**src/rtl/core/mvv_pkg.sv**
```systemverilog
`default_nettype none
package mvv_pkg;

  // Default window depth
  localparam int unsigned DEF_WINDOW_SLOTS = 8;

  // Width of the micro-program counter
  localparam int unsigned UPC_W = 3;

  // Input item kinds
  localparam logic OPC_WRITE = 1'b0;
  localparam logic OPC_EVAL  = 1'b1;

  // Datapath operations driven by one control word
  typedef enum logic [2:0] {
    OP_NOP,
    OP_LOAD,
    OP_CMP,
    OP_PUSH,
    OP_SORT,
    OP_DECIDE,
    OP_RESP
  } op_e;

  // Sequencing conditions
  typedef enum logic [2:0] {
    C_NEXT,
    C_JUMP,
    C_DISPATCH,
    C_INNER,
    C_OUTER,
    C_OUT_FREE
  } cond_e;

  // Program step addresses
  localparam logic [UPC_W-1:0] U_IDLE   = 3'd0;
  localparam logic [UPC_W-1:0] U_LOAD   = 3'd1;
  localparam logic [UPC_W-1:0] U_CMP    = 3'd2;
  localparam logic [UPC_W-1:0] U_PUSH   = 3'd3;
  localparam logic [UPC_W-1:0] U_SORT   = 3'd4;
  localparam logic [UPC_W-1:0] U_DECIDE = 3'd5;
  localparam logic [UPC_W-1:0] U_RESP   = 3'd6;

  typedef struct packed {
    op_e              op;
    cond_e            cond;
    logic [UPC_W-1:0] target;
    logic             inner_inc;
    logic             outer_inc;
  } uword_t;

  // Control from the sequencer to the datapath
  typedef struct packed {
    op_e  op;
    logic wr_en;
    logic odd;
  } ctrl_t;

  // Control store
  function automatic uword_t ucode_rom(logic [UPC_W-1:0] addr);
    uword_t w;
    unique case (addr)
      U_IDLE:   w = '{op: OP_NOP,    cond: C_DISPATCH, target: U_RESP,
                      inner_inc: 1'b0, outer_inc: 1'b0};
      U_LOAD:   w = '{op: OP_LOAD,   cond: C_NEXT,     target: U_IDLE,
                      inner_inc: 1'b0, outer_inc: 1'b0};
      U_CMP:    w = '{op: OP_CMP,    cond: C_INNER,    target: U_CMP,
                      inner_inc: 1'b1, outer_inc: 1'b0};
      U_PUSH:   w = '{op: OP_PUSH,   cond: C_OUTER,    target: U_LOAD,
                      inner_inc: 1'b0, outer_inc: 1'b1};
      U_SORT:   w = '{op: OP_SORT,   cond: C_INNER,    target: U_SORT,
                      inner_inc: 1'b1, outer_inc: 1'b0};
      U_DECIDE: w = '{op: OP_DECIDE, cond: C_NEXT,     target: U_IDLE,
                      inner_inc: 1'b0, outer_inc: 1'b0};
      U_RESP:   w = '{op: OP_RESP,   cond: C_OUT_FREE, target: U_IDLE,
                      inner_inc: 1'b0, outer_inc: 1'b0};
      default:  w = '{op: OP_NOP,    cond: C_JUMP,     target: U_IDLE,
                      inner_inc: 1'b0, outer_inc: 1'b0};
    endcase
    return w;
  endfunction

endpackage
`default_nettype wire

```
**src/rtl/core/mvv_sequencer.sv**
```systemverilog
`default_nettype none
module mvv_sequencer import mvv_pkg::*; #(
  parameter int unsigned WINDOW_SLOTS = DEF_WINDOW_SLOTS
) (
  input  wire logic  clk_i,
  input  wire logic  rst_ni,
  input  wire logic  in_valid_i,
  input  wire logic  opcode_i,
  input  wire logic  out_free_i,
  output logic       in_ready_o,
  output ctrl_t      ctrl_o
);

  localparam int unsigned IDXW = $clog2(WINDOW_SLOTS);
  localparam logic [IDXW-1:0] IDX_LAST = IDXW'(WINDOW_SLOTS - 1);

  logic [UPC_W-1:0] upc_q, upc_d;
  logic [IDXW-1:0]  inner_q, inner_d;
  logic [IDXW-1:0]  outer_q, outer_d;
  uword_t           uw;
  logic             in_fire;
  logic             inner_last;
  logic             outer_last;

  assign uw         = ucode_rom(upc_q);
  assign in_ready_o = (upc_q == U_IDLE);
  assign in_fire    = in_valid_i && in_ready_o;
  assign inner_last = (inner_q == IDX_LAST);
  assign outer_last = (outer_q == IDX_LAST);

  // Pick the next step
  always_comb begin
    upc_d = upc_q;
    unique case (uw.cond)
      C_NEXT:     upc_d = upc_q + 1'b1;
      C_JUMP:     upc_d = uw.target;
      C_DISPATCH: begin
        if (in_fire) begin
          upc_d = (opcode_i == OPC_EVAL) ? upc_q + 1'b1 : uw.target;
        end
      end
      C_INNER:    upc_d = inner_last ? upc_q + 1'b1 : uw.target;
      C_OUTER:    upc_d = outer_last ? upc_q + 1'b1 : uw.target;
      C_OUT_FREE: upc_d = out_free_i ? uw.target : upc_q;
      default:    upc_d = U_IDLE;
    endcase
  end

  // Advance loop counters, wrapping at the last index
  always_comb begin
    inner_d = inner_q;
    outer_d = outer_q;
    if (uw.inner_inc) begin
      inner_d = inner_last ? '0 : inner_q + 1'b1;
    end
    if (uw.outer_inc) begin
      outer_d = outer_last ? '0 : outer_q + 1'b1;
    end
  end

  // Drive the datapath
  always_comb begin
    ctrl_o.op    = uw.op;
    ctrl_o.wr_en = in_fire && (opcode_i == OPC_WRITE);
    ctrl_o.odd   = inner_q[0];
  end

  always_ff @(posedge clk_i or negedge rst_ni) begin
    if (!rst_ni) begin
      upc_q   <= U_IDLE;
      inner_q <= '0;
      outer_q <= '0;
    end else begin
      upc_q   <= upc_d;
      inner_q <= inner_d;
      outer_q <= outer_d;
    end
  end

endmodule
`default_nettype wire

```
**src/rtl/core/mvv_datapath.sv**
```systemverilog
`default_nettype none
module mvv_datapath import mvv_pkg::*; #(
  parameter int unsigned WINDOW_SLOTS = DEF_WINDOW_SLOTS
) (
  input  wire logic        clk_i,
  input  wire logic        rst_ni,
  input  wire ctrl_t       ctrl_i,
  input  wire logic [2:0]  slot_i,
  input  wire logic [15:0] sample_i,
  input  wire logic [3:0]  thr_i,
  output logic [15:0]      accepted_o,
  output logic             changed_o,
  output logic [3:0]       top_count_o
);

  localparam int unsigned CNTW       = $clog2(WINDOW_SLOTS + 1);
  localparam int unsigned CMPW       = (CNTW > 4) ? CNTW : 4;
  localparam int unsigned SLOT_LIMIT = 8;

  logic [15:0]     win_q [WINDOW_SLOTS];
  logic [15:0]     win_d [WINDOW_SLOTS];
  logic [CNTW-1:0] cnt_q [WINDOW_SLOTS];
  logic [CNTW-1:0] cnt_d [WINDOW_SLOTS];
  logic [15:0]     ref_q, ref_d;
  logic [CNTW-1:0] acc_q, acc_d;
  logic [15:0]     accepted_q, accepted_d;
  logic            changed_q, changed_d;
  logic [3:0]      top_q, top_d;
  logic [CMPW-1:0] top_ext;

  assign top_ext = CMPW'(cnt_q[0]);

  always_comb begin
    win_d      = win_q;
    cnt_d      = cnt_q;
    ref_d      = ref_q;
    acc_d      = acc_q;
    accepted_d = accepted_q;
    changed_d  = changed_q;
    top_d      = top_q;

    // Store a reading; slots past the window are dropped
    for (int k = 0; k < WINDOW_SLOTS; k++) begin
      if (ctrl_i.wr_en && (k < SLOT_LIMIT) && (slot_i == 3'(k))) begin
        win_d[k] = sample_i;
      end
    end

    unique case (ctrl_i.op)
      // Latch the value under count
      OP_LOAD: begin
        ref_d = win_q[0];
        acc_d = '0;
      end
      // Count one match and rotate the window
      OP_CMP: begin
        acc_d = acc_q + CNTW'(ref_q == win_q[0]);
        for (int k = 0; k < WINDOW_SLOTS; k++) begin
          win_d[k] = win_q[(k + 1) % WINDOW_SLOTS];
        end
      end
      // Shift the finished count in, bring the next entry to the head
      OP_PUSH: begin
        for (int k = 0; k < WINDOW_SLOTS - 1; k++) begin
          cnt_d[k] = cnt_q[k + 1];
        end
        cnt_d[WINDOW_SLOTS-1] = acc_q;
        for (int k = 0; k < WINDOW_SLOTS; k++) begin
          win_d[k] = win_q[(k + 1) % WINDOW_SLOTS];
        end
      end
      // One odd-even transposition round; swap only on strictly greater
      OP_SORT: begin
        for (int k = 0; k < WINDOW_SLOTS - 1; k++) begin
          if ((((k % 2) == 1) == ctrl_i.odd) && (cnt_q[k + 1] > cnt_q[k])) begin
            cnt_d[k]     = cnt_q[k + 1];
            cnt_d[k + 1] = cnt_q[k];
            win_d[k]     = win_q[k + 1];
            win_d[k + 1] = win_q[k];
          end
        end
      end
      // Take the head value if its count meets the threshold
      OP_DECIDE: begin
        top_d = (top_ext > CMPW'(15)) ? 4'd15 : top_ext[3:0];
        if (top_ext >= CMPW'(thr_i)) begin
          accepted_d = win_q[0];
          changed_d  = (win_q[0] != accepted_q);
        end
      end
      default: ;
    endcase
  end

  // Window and vote result
  always_ff @(posedge clk_i or negedge rst_ni) begin
    if (!rst_ni) begin
      for (int k = 0; k < WINDOW_SLOTS; k++) begin
        win_q[k] <= '0;
      end
      accepted_q <= '0;
      changed_q  <= 1'b0;
      top_q      <= '0;
    end else begin
      win_q      <= win_d;
      accepted_q <= accepted_d;
      changed_q  <= changed_d;
      top_q      <= top_d;
    end
  end

  // Scratch registers
  always_ff @(posedge clk_i) begin
    cnt_q <= cnt_d;
    ref_q <= ref_d;
    acc_q <= acc_d;
  end

  assign accepted_o  = accepted_q;
  assign changed_o   = changed_q;
  assign top_count_o = top_q;

endmodule
`default_nettype wire

```
**src/rtl/core/sample_mode_vote_validator_core.sv**
```systemverilog
// Mode vote over a window of WINDOW_SLOTS 16-bit readings. A write transfer
// (tuser = 0) stores a reading in a slot and returns the current result through
// the output register; writes to slots past the window are dropped. An
// evaluate transfer (tuser = 1) counts the occurrences of every slot's value,
// stably reorders the window by descending count, and accepts the head value
// when its count reaches agree_threshold (stored clamped to the window size).
// An evaluation of a window of N slots (8 by default) runs a serial compare
// loop, which checks every slot's value against every slot once through a
// rotating window, followed by N odd-even sort rounds. One item is in work
// at a time; a finished result waits in the output register while the next
// item is accepted. The window is cleared at reset.
`default_nettype none
module sample_mode_vote_validator_core import mvv_pkg::*; #(
  parameter int unsigned WINDOW_SLOTS = DEF_WINDOW_SLOTS
) (
  input  wire logic        clk_i,
  input  wire logic        rst_ni,
  // Input stream
  input  wire logic        s_axis_tvalid,
  output logic             s_axis_tready,
  input  wire logic [23:0] s_axis_tdata,  // slot[2:0], sample_value[18:3], zero
  input  wire logic [0:0]  s_axis_tuser,  // opcode[0]
  // Result stream
  output logic             m_axis_tvalid,
  input  wire logic        m_axis_tready,
  output logic [23:0]      m_axis_tdata,  // validated_value[15:0],
                                          // value_changed[16], top_count[20:17]
  // Configuration
  input  wire logic        psel,
  input  wire logic        penable,
  input  wire logic        pwrite,
  input  wire logic [2:0]  paddr,
  input  wire logic [31:0] pwdata,
  output logic [31:0]      prdata,
  output logic             pready
);

  localparam int unsigned CNTW = $clog2(WINDOW_SLOTS + 1);
  localparam int unsigned CMPW = (CNTW > 4) ? CNTW : 4;
  localparam logic        REG_THRESHOLD = 1'b0;
  localparam logic [3:0]  THR_RESET =
    (WINDOW_SLOTS < 8) ? 4'(WINDOW_SLOTS) : 4'd8;

  ctrl_t       ctrl;
  logic        out_free;
  logic        out_load;
  logic        out_valid_q, out_valid_d;
  logic [23:0] out_data_q;
  logic [3:0]  thr_q;
  logic [15:0] accepted;
  logic        changed;
  logic [3:0]  top_count;
  logic        cfg_wr;

  mvv_sequencer #(
    .WINDOW_SLOTS (WINDOW_SLOTS)
  ) u_seq (
    .clk_i      (clk_i),
    .rst_ni     (rst_ni),
    .in_valid_i (s_axis_tvalid),
    .opcode_i   (s_axis_tuser[0]),
    .out_free_i (out_free),
    .in_ready_o (s_axis_tready),
    .ctrl_o     (ctrl)
  );

  mvv_datapath #(
    .WINDOW_SLOTS (WINDOW_SLOTS)
  ) u_dp (
    .clk_i       (clk_i),
    .rst_ni      (rst_ni),
    .ctrl_i      (ctrl),
    .slot_i      (s_axis_tdata[2:0]),
    .sample_i    (s_axis_tdata[18:3]),
    .thr_i       (thr_q),
    .accepted_o  (accepted),
    .changed_o   (changed),
    .top_count_o (top_count)
  );

  // Threshold register, clamped to the window size on write
  assign pready = 1'b1;
  assign cfg_wr = psel && penable && pwrite && (paddr[2] == REG_THRESHOLD);
  assign prdata = (paddr[2] == REG_THRESHOLD) ? {28'd0, thr_q} : 32'd0;

  always_ff @(posedge clk_i or negedge rst_ni) begin
    if (!rst_ni) begin
      thr_q <= THR_RESET;
    end else if (cfg_wr) begin
      thr_q <= (CMPW'(pwdata[3:0]) > CMPW'(WINDOW_SLOTS)) ? 4'(WINDOW_SLOTS)
                                                          : pwdata[3:0];
    end
  end

  // Output register: load when the result step finds it free
  assign out_free    = !out_valid_q || m_axis_tready;
  assign out_load    = (ctrl.op == OP_RESP) && out_free;
  assign out_valid_d = out_load ? 1'b1 : (m_axis_tready ? 1'b0 : out_valid_q);

  always_ff @(posedge clk_i or negedge rst_ni) begin
    if (!rst_ni) begin
      out_valid_q <= 1'b0;
    end else begin
      out_valid_q <= out_valid_d;
    end
  end

  always_ff @(posedge clk_i) begin
    if (out_load) begin
      out_data_q <= {3'd0, top_count, changed, accepted};
    end
  end

  assign m_axis_tvalid = out_valid_q;
  assign m_axis_tdata  = out_data_q;

endmodule
`default_nettype wire
```
**config.mk**
```make
export PLATFORM = sky130hd
export DESIGN_NAME = sample_mode_vote_validator_core
export DESIGN_NICKNAME = d
export VERILOG_FILES = /design/src/rtl/core/mvv_pkg.sv /design/src/rtl/core/mvv_sequencer.sv /design/src/rtl/core/mvv_datapath.sv /design/src/rtl/core/sample_mode_vote_validator_core.sv
export SDC_FILE = /design/constraint.sdc
export NUM_CORES = 1
export LEC_CHECK = 0
export BUFFER_PORTS_ARGS = -buffer_cell sky130_fd_sc_hd__buf_2
export CAP_MARGIN = 10
export CORE_MARGIN = 3
export CORE_UTILIZATION = 55
export DETAILED_ROUTE_END_ITERATION = 6
export HOLD_SLACK_MARGIN = 0.15
export PLACE_DENSITY_LB_ADDON = 0.12
export SLEW_MARGIN = 20
export SYNTH_ARGS = -nofsm -noshare
export SYNTH_HDL_FRONTEND = slang
export SYNTH_SLANG_ARGS = --single-unit
```
**constraint.sdc**
```tcl
create_clock -name clk_i -period 4.9 [get_ports clk_i]
set_input_delay 0.98 -clock clk_i [delete_from_list [all_inputs] [get_ports clk_i]]
set_output_delay 0.98 -clock clk_i [all_outputs]
set_load 0.1 [all_outputs]
```
==> flow_summary.yaml, run 1 <==
outcome:
  outcome: "finished, final reports clean"
clock_network:
  clock_latency_ns: 0.53
  postCtsHoldBufs: 0
  htreeDepth: 1
  cts_tree: "built"
  cts.sinks: 236
  cts-resized-gates: 0
  path_clk_slew_ns: 0.06
  post_cts_buffers: 0
  cts_root_buf: "clkbuf_16"
  clock_path_buffers: 3
  numCtsBuffers: 26
synth:
  ys_ff_latch: 236
  seq_area_frac_synth: 0.4936
  synth-async-reset-ratio: 0.6907
  ys_warn_count: 0
  synthDistinctLibCells: 72
  synth_top_area_frac: 0.3190
  syn_avg_cell_area_um2: 10.97
  yosysTopAreaCell: "dfrtp_1"
  yosys-top-cells-area: "dfrtp_1 32%, edfxtp_1 17%, mux2i_1 7.6%"
  synth_area_mm2: 0.01271
  syn_inst: 1158
  ys.flop_type: "dfrtp_1"
  synth_edf_count: 73
placement:
  io_buffers: 58
  pre_cts_ws_ns: 1.290
  dp_hpwl_mm: 20.74
  place.gp.congestion: 0.8396
detailed_routing:
  ant_nets: 0
  vias_per_cell: 6.260
  drc: 0
  wl_mm: 32.28
  firstDrtPassIters: 5
  wl_per_cell_um: 21.72
  vias: 9303
  drt_iter0_drc: 699
timing:
  fmax_ghz: 0.2753
  skew_ns: 0.01272
  setup_ws_ns: 1.267
  worstMarginPinSlew_ns: 1.129
  fin_crit_ns: 3.633
  rsz0062_at_grt: "false"
  finalHoldViolCount: 0
  whs_ns: 0.4485
  setup_viol: 0
  slew_headroom: 0.2453
  finalCritPeriodShare: 0.7414
  fin_tns_setup_ns: 0
  drv_slew: 0
grt:
  grt_max_degree: 164
  antenna_found_initial: 0
  gr-usage-all-layers: 0.2572
  grt_pass1_wl_mm: 50.31
  grt_pass1_vias: 9054
  grt-ovfl-total: 0
power:
  p_leak_nw: 6.262
  power_mw: 9.654
  peakVddDrop_uv: 402.5
  power_density_mw_per_mm2: 694.0
floorplanning:
  initial_core_util: 0.5717
  ioPinCount: 126
  die_w_um: 158.0
  die_h_um: 158.0
  rows: 54
  core_mm2: 0.02223
  die_area_mm2: 0.02497
critical_path:
  cp_max_fo: 16
  crit_path_start_kind: "flip-flop"
  end_kind: "flip-flop"
  critPathRequiredTime_ns: 5.26
  worstSetupPathType: "reg -> reg"
  arrival_ns: 3.99
finish:
  fin_nets: 1296
  area_delta_synth_final_pct: 9.461
  drive_gt1_frac: 0.1650
  antenna_cells: 0
  final_util: 0.6258
hold_path:
  hp-class: "reg -> reg"
job:
  cap_viol_max_count: 0
## logic make-up (layout without fill, tap and decap cells)
family	count (synthesis)	in the layout	synth area share
AOI/OAI and AO/OA	311	311	0.1804
and+or+nand+nor	260	260	0.1025
DFF	236	236	0.4936
buffers and inverters	154	172	0.06212
muxes	118	118	0.09511
adders and majority gates	43	43	0.04234
xor gates and xnor gates	34	34	0.02343
other	2	32	0.0005909
## cells in the mapped netlist (5+ instances only)
master,instances
a21oi_2,16
nor2_2,16
dfrtp_1,162
buf_2,21
nor4_1,6
nor2_1,50
xnor2_1,17
inv_1,39
and2_1,5
nand4_1,8
or3_1,7
nor3_1,8
edfxtp_1,73
nand2b_1,13
a221o_1,64
a21oi_1,44
o31ai_1,11
a22oi_1,49
clkbuf_1,49
mux2_2,22
a22o_1,12
nand3_1,7
a21o_1,8
buf_6,5
nand3b_1,5
a31oi_1,6
buf_4,39
xor2_1,17
nor2b_1,8
nand2_1,102
ha_1,43
o21ai_0,68
mux2i_1,96
## per-layer routing
metal	global-route usage	part of all wire
met1	0.3593	0.44
met2	0.4199	0.47
met3	0.03773	0.063
met4	0.07456	0.028
met5	0.01389	0.0016
## layout by cell type, fill, tap and decap left out, types with 4 or more instances in the layout
| cell | count |
|---|---|
| a21oi_1 | 43 |
| dfrtp_1 | 162 |
| mux2_2 | 22 |
| a22o_1 | 12 |
| a31oi_2 | 6 |
| o211a_1 | 4 |
| xor2_1 | 17 |
| nand2_1 | 102 |
| conb_1 | 32 |
| buf_4 | 26 |
| nor2_2 | 15 |
| nor2b_1 | 8 |
| nand2b_1 | 13 |
| or2_2 | 4 |
| nor2_1 | 50 |
| clkbuf_1 | 10 |
| a21oi_2 | 17 |
| buf_2 | 57 |
| inv_1 | 39 |
| o21ai_0 | 68 |
| a221o_1 | 64 |
| and2_1 | 5 |
| o31ai_1 | 11 |
| nand3b_1 | 5 |
| nand4_1 | 8 |
| ha_1 | 43 |
| clkbuf_16 | 27 |
| mux2i_1 | 96 |
| a22oi_1 | 49 |
| a31oi_1 | 4 |
| a21o_1 | 8 |
| nor3_1 | 6 |
| nor4_1 | 6 |
| nand3_1 | 7 |
| or3_1 | 7 |
| edfxtp_1 | 73 |
| xnor2_1 | 17 |
## flip-flops by register name, summed over array words and instances, names as in the netlist
name              cells
u_dp.top_ext          4
u_dp.changed_o        1
m_axis_tdata         21
u_dp.acc_q            4
u_dp.ref_q           16
u_seq.inner_q         3
u_dp.cnt_q           28
u_seq.outer_q         3
u_dp.accepted_o      16
m_axis_tvalid         1
u_dp.win_q          128
thr_q                 4
u_seq.upc_q           3
u_dp.top_count_o      4
## path summary, 6_finish.rpt
| path | from | end | slack (ns) | cells past startpoint |
|---|---|---|---|---|
| min | u_dp.top_count_o[3] | m_axis_tdata[20] | 0.45 | 0 |
| min in group asynchronous | rst_ni | thr_q[1] | 0.55 | 2 |
| max | u_seq.upc_q[0] | u_dp.win_q[81] | 1.27 | 7 |
| max reg2reg | u_seq.upc_q[0] | u_dp.win_q[81] | 1.27 | 7 |
| min reg2reg | u_dp.top_count_o[3] | m_axis_tdata[20] | 0.45 | 0 |
| max in group asynchronous | rst_ni | u_dp.win_q[91] | 3.64 | 2 |
## critical path: stages, from the launching register on
cell and delay, ns:
dfrtp_1 0.55, ha_1 0.42, ha_1 0.46, o31ai_1 0.16, a21oi_2 0.49, nor2_1 0.30
a31oi_2 0.83, o21ai_0 0.24
## per-stage QoR
step           instance area (µm²)  std cells
6_report                     13910       1486
5_1_grt                      13910       1486
4_1_cts                      13910       1486
3_5_place_dp                 13080       1438
3_3_place_gp                 13080       1438
2_1_floorplan                12820       1188
## layout make-up
type                            instances  area (µm²)
Sequential cell                       236        6272
Fill cell                            1869        8318
Tap cell                              280       350.3
Clock buffer                           38       726.9
Timing Repair Buffer                   85       511.7
Inverter                               39       146.4
Multi-Input combinational cell        798        5802
Clock inverter                         10       101.3
## power by group
part	total, mW	switching, mW	internal (mW)
combinational	4.03	2.55	1.48
sequential	3.71	0.785	2.92
clock	1.92	0.788	1.13
total	9.65	4.12	5.53
Power figures use the tool's default switching activity.
==> run 2, diff against run 1 <==
--- a/config.mk
+++ b/config.mk
@@ -5,6 +5,7 @@
 export SDC_FILE = /design/constraint.sdc
 export NUM_CORES = 1
 export LEC_CHECK = 0
+export ABC_AREA = 1
 export BUFFER_PORTS_ARGS = -buffer_cell sky130_fd_sc_hd__buf_2
 export CAP_MARGIN = 10
 export CORE_MARGIN = 3
==> constraint.sdc (replaced) <==
create_clock -name clk_i -period 3.39 [get_ports clk_i]
set_input_delay 0.678 -clock clk_i [delete_from_list [all_inputs] [get_ports clk_i]]
set_output_delay 0.678 -clock clk_i [all_outputs]
set_load 0.1 [all_outputs]
==> flow_summary.yaml, run 2 <==
power:
  p_leak_nw: 6.704
  peakVddDrop_uv: 541.9
  power_density_mw_per_mm2: 928.3
floorplanning:
  die_w_um: 159.5
  die_h_um: 159.5
  rows: 55
  ioPinCount: 126
  initial_core_util: 0.5657
  die_area_mm2: 0.02545
  core_mm2: 0.02292
timing:
  setup_viol: 0
  rsz0062_at_grt: "false"
  finalHoldViolCount: 0
  skew_ns: 0.01092
  setup_ws_ns: 0.3700
  worstMarginPinSlew_ns: 1.087
  fin_tns_setup_ns: 0
  slew_headroom: 0.2750
  fin_crit_ns: 3.020
  finalCritPeriodShare: 0.8909
  drv_slew: 0
  fmax_ghz: 0.3311
finish:
  antenna_cells: 0
  num-fill-cells: 1952
  largest_register_ffs: 128
  layout_common_cells: "501 x nand2_1, 186 x o21ai_0, 162 x dfrtp_1"
  drive_gt1_frac: 0.1023
  area_delta_synth_final_pct: 11.00
  stdcell_count: 1984
  final_util: 0.6280
  fin_nets: 1761
  stdcell_area_mm2: 0.01439
  top_register: "u_dp.win_q"
  layout_commonest_cell: "nand2_1"
grt:
  grt_pass1_vias: 9859
  grt_pass1_wl_mm: 52.74
  gr-usage-all-layers: 0.2517
  grt-ovfl-total: 0
  grt_max_degree: 56
  antenna_found_initial: 0
critical_path:
  critPathLaunch: "u_seq.upc_q[0]"
  end_kind: "flip-flop"
  cpPeakStageDelay_ns: 0.42
  crit_path_start_kind: "flip-flop"
  arrival_ns: 3.19
  rr_startpoint: "u_seq.upc_q[0]"
  worstPathCellList: "inv_1 -> ha_1 -> nand2_1 -> nand2_2 -> nor2_1 -> nand2_2 -> inv_1 -> a21oi_1 -> nand3b_1 -> nand2_1 -> inv_1 -> a21oi_1"
  critPathRequiredTime_ns: 3.56
  slowest_stage: "ha_1"
  path_common_cell: "inv_1"
  worstSetupPathType: "reg -> reg"
  cp_max_fo: 13
detailed_routing:
  drc: 0
  wl_per_cell_um: 16.27
  vias_per_cell: 5.411
  wl_mm: 32.27
  drt_iter0_drc: 906
  firstDrtPassIters: 5
  vias: 10740
  ant_nets: 0
clock_network:
  cts_root_buf: "clkbuf_16"
  htreeDepth: 1
  cts.sinks: 236
  numCtsBuffers: 26
  clock_latency_ns: 0.52
  post_cts_buffers: 0
  clock_path_buffers: 3
  path_clk_slew_ns: 0.06
  cts_tree: "built"
synth:
  seq_area_frac_synth: 0.4838
  synthDistinctLibCells: 48
  yosys-top-cells-area: "dfrtp_1 31%, edfxtp_1 17%, nand2_1 15%"
  synth-async-reset-ratio: 0.6907
  synth_edf_count: 73
  synth_top_area_frac: 0.3127
  syn_inst: 1604
  synth_area_mm2: 0.01296
  ys_ff_latch: 236
  ys_warn_count: 0
  syn_avg_cell_area_um2: 8.082
  synth.most_common_cell: "nand2_1"
  synth_common_cells: "501 x nand2_1, 186 x o21ai_0, 162 x dfrtp_1"
  ys.flop_type: "dfrtp_1"
  yosysTopAreaCell: "dfrtp_1"
placement:
  place.gp.congestion: 0.8716
  placed_cell_area_mm2: 0.01348
  dp_hpwl_mm: 23.65
  numPlacedInstances: 1935
  pre_cts_ws_ns: 0.4068
  io_buffers: 58
outcome:
  outcome: "finished, final reports clean"
hold_path:
  hp-class: "in -> reg"
  min-delay-start: "pwdata[0]"
job:
  cap_viol_max_count: 0
==> run 2: changes by cell type after synthesis, sizes merged, moves of 16 or more <==
cell,change
mux2i,-96
a22oi,-33
a221o,-64
o211ai,+17
xor2,-16
a21oi,-23
mux2,-21
inv,+87
nand2,+407
nand3,+127
o21ai,+132
nand4,+32
==> run 2: logic make-up (layout without fill, tap and decap cells) <==
logic type,Yosys count,count (layout),synth area share
mux,1,1,0.0008686
flops,236,236,0.4838
simple gates,780,780,0.2562
buf+inv,227,264,0.07769
fa+ha+maj,43,43,0.04150
compound gates,296,296,0.1265
other cells,2,32,0.0005793
xor+xnor,19,19,0.01284
==> run 2: final cells by class <==
cell class / instances / area (µm²) / share of cell area
tap: 313 / 391.6 / 0.02721
sequential: 236 / 6272 / 0.4359
clock buffer: 36 / 759.5 / 0.05278
clock inverter: 12 / 136.4 / 0.009477
inverter: 127 / 479.2 / 0.03330
multi-input combinational: 1171 / 5807 / 0.4035
timing repair buffer: 89 / 544.3 / 0.03782
==> run 2: path summary, 6_finish.rpt <==
check | endpoint | depth (start not counted) | slack (ns)
worst max register to register | u_dp.cnt_q[24] | 12 | 0.37
worst min register to register | u_dp.ref_q[13] | 0 | 0.45
worst min-delay path | thr_q[0] | 3 | 0.38
max in group asynchronous | u_dp.win_q[80] | 3 | 1.94
worst max-delay path | u_dp.cnt_q[24] | 12 | 0.37
min in group asynchronous | u_seq.inner_q[1] | 2 | 0.71
==> run 2: report_power, final <==
group	total (mW)	switching [mW]	internal, mW
combinational	5.78	4.17	1.60
clock	2.93	1.14	1.79
sequential	4.65	0.664	3.99
==> run 2: metal layers <==
metal,track usage,wire (µm),vias to the layer above
li1,-,-,5424
met1,0.3803,15330,4909
met5,0,0,-
met2,0.3809,14080,352
met4,0.05770,553,0
met3,0.04422,2305,50
==> run 2: metrics by stage <==
stage / hold WS [ns] / power, mW
3_5_place_dp: 0.4301 / 10.41
6_report: 0.3823 / 13.36
5_1_grt: 0.4008 / 14.35
2_1_floorplan: 0.3824 / 8.993
4_1_cts: 0.3680 / 13.36
3_3_place_gp: 0.4282 / 10.23
==> run 2: repair_timing <==
| action | in CTS | in global routing |
|---|---|---|
| hold buffers | 1 | 0 |
| setup endpoints to repair | 0 | 0 |
| gates resized for setup | 0 | 0 |
| endpoints found under the hold margin | 16 | 0 |
==> run 2: critical path: cells and delay by family (launching register included) <==
| kind | cells | cell delay [ns] |
|---|---|---|
| DFF | 1 | 0.38 |
| buffers and inverters | 3 | 0.38 |
| adders and majority gates | 1 | 0.42 |
| AOI/OAI and AO/OA | 2 | 0.54 |
| and+or+nand+nor | 6 | 0.96 |
==> run 3, diff against run 2 <==
--- a/config.mk
+++ b/config.mk
@@ -8,8 +8,10 @@
 export ABC_AREA = 1
 export BUFFER_PORTS_ARGS = -buffer_cell sky130_fd_sc_hd__buf_2
 export CAP_MARGIN = 10
+export CELL_PAD_IN_SITES_DETAIL_PLACEMENT = 2
+export CELL_PAD_IN_SITES_GLOBAL_PLACEMENT = 2
 export CORE_MARGIN = 3
-export CORE_UTILIZATION = 55
+export CORE_UTILIZATION = 36
 export DETAILED_ROUTE_END_ITERATION = 6
 export HOLD_SLACK_MARGIN = 0.15
 export PLACE_DENSITY_LB_ADDON = 0.12
==> constraint.sdc (replaced) <==
create_clock -name clk_i -period 2.8 [get_ports clk_i]
set_input_delay 0.56 -clock clk_i [delete_from_list [all_inputs] [get_ports clk_i]]
set_output_delay 0.56 -clock clk_i [all_outputs]
set_load 0.1 [all_outputs]
==> flow_summary.yaml, run 3 (synthesis results as in run 2) <==
timing:
  skew_ns: 0.01449
  setup_ws_ns: 0.1685
  drv_slew: 0
  setup_viol: 0
  worstMarginPinSlew_ns: 1.005
  fmax_ghz: 0.3800
  slew_headroom: 0.3301
  finalCritPeriodShare: 0.9398
  fin_crit_ns: 2.631
  finalHoldViolCount: 0
floorplanning:
  ioPinCount: 126
  die_area_mm2: 0.03832
  rows: 68
  initial_core_util: 0.3698
  die_w_um: 195.8
  die_h_um: 195.8
  core_mm2: 0.03505
grt:
  grt_max_degree: 64
  grt-ovfl-total: 0
  grt_pass1_vias: 12530
  antenna_found_initial: 0
  gr-usage-all-layers: 0.2418
  grt_pass1_wl_mm: 73.91
placement:
  dp_hpwl_mm: 34.14
  numPlacedInstances: 2101
  placed_cell_area_mm2: 0.01389
  io_buffers: 58
  place.gp.congestion: 0.7951
  pre_cts_ws_ns: -0.03000
finish:
  layout_common_cells: "501 x nand2_1, 186 x o21ai_0, 162 x dfrtp_1"
  largest_register_ffs: 128
  drive_gt1_frac: 0.1218
  layout_commonest_cell: "nand2_1"
  stdcell_count: 2156
  stdcell_area_mm2: 0.01492
  top_register: "u_dp.win_q"
  fin_nets: 1789
  area_delta_synth_final_pct: 15.07
clock_network:
  clock_path_buffers: 3
  path_clk_slew_ns: 0.06
  htreeDepth: 1
  numCtsBuffers: 29
  cts.sinks: 236
  clock_latency_ns: 0.56
  cts_tree: "built"
  cts_root_buf: "clkbuf_16"
detailed_routing:
  ant_nets: 0
  vias_per_cell: 5.390
  drc: 0
  wl_per_cell_um: 21.79
  vias: 11620
  firstDrtPassIters: 5
  wl_mm: 46.97
  drt_iter0_drc: 673
hold_path:
  hp-class: "in -> reg"
outcome:
  outcome: "finished, final reports clean"
job:
  cap_viol_max_count: 0
critical_path:
  arrival_ns: 2.86
  crit_path_start_kind: "flip-flop"
  cp_max_fo: 6
  worstSetupPathType: "reg -> reg"
  critPathRequiredTime_ns: 3.03
  end_kind: "flip-flop"
power:
  power_density_mw_per_mm2: 1176
  p_leak_nw: 6.871
  peakVddDrop_uv: 548.0
==> run 3: what timing repair did <==
| item | CTS | global route |
|---|---|---|
| endpoints found under the setup margin | 1 | 58 |
| gates resized for setup | 1 | 12 |
| buffers inserted | 0 | 1 |
| pin swaps | 0 | 0 |
| hold buffers | 1 | 0 |
| endpoints found under the hold margin | 51 | 0 |
==> run 3: cell type report <==
| class | count | area [µm²] |
|---|---|---|
| Tap cell | 455 | 569.3 |
| Clock buffer | 44 | 884.6 |
| Timing Repair Buffer | 114 | 794.5 |
| Fill cell | 3968 | 20140 |
| Clock inverter | 8 | 50.05 |
| Inverter | 127 | 483.0 |
| Sequential cell | 236 | 6272 |
| Antenna cell | 1 | 2.502 |
| Multi-Input combinational cell | 1171 | 5861 |
==> run 3: routing by layer <==
| metal | up-vias | global-route usage | wire length, µm |
|---|---|---|---|
| li1 | 5471 | - | - |
| met1 | 5917 | 0.3392 | 22230 |
| met2 | 182 | 0.4147 | 22710 |
| met3 | 50 | 0.02164 | 1309 |
| met4 | 0 | 0.04172 | 721 |
| met5 | - | 0 | 0 |
==> run 3: critical path: stages, from the launching register on <==
cell and delay (ns):
dfrtp_1 0.42, inv_2 0.13, ha_1 0.24, nand2_1 0.13, nand2_2 0.13, nor2_1 0.06, nand2_2 0.13, inv_1 0.07
a21oi_1 0.21, nand3b_1 0.15, nand2_1 0.14, clkinvlp_4 0.11, buf_12 0.15, a21oi_2 0.22
==> run 3: through the flow <==
step	utilization	power, mW	hold WS (ns)	TNS (ns)
2_1_floorplan	-	10.89	0.2644	0
3_3_place_gp	0.3963	13.27	0.4319	0
6_report	0.4255	17.54	0.2283	0
4_1_cts	0.4235	17.56	0.2111	0
3_5_place_dp	0.3963	13.73	0.4419	-0.03000
5_1_grt	0.4255	18.81	0.2243	-0.4971
==> run 3: report_power, final <==
part | total, mW | switching, mW | internal, mW
logic | 8.13 | 5.86 | 2.27
registers | 5.72 | 0.885 | 4.83
clock network | 3.70 | 1.53 | 2.17
total | 17.5 | 8.27 | 9.27
==> run 3: path summary, 6_finish.rpt <==
path / start / end / slack [ns] / cells after the start
max in group asynchronous: rst_ni / u_dp.win_q[121] / 1.47 / 3
min in group asynchronous: rst_ni / u_seq.outer_q[2] / 0.60 / 2
worst max register to register: u_seq.upc_q[0] / u_dp.cnt_q[24] / 0.17 / 13
worst min register to register: u_dp.top_count_o[0] / m_axis_tdata[17] / 0.46 / 0
worst max-delay path: u_seq.upc_q[0] / u_dp.cnt_q[24] / 0.17 / 13
worst min-delay path: pwdata[2] / thr_q[2] / 0.23 / 3
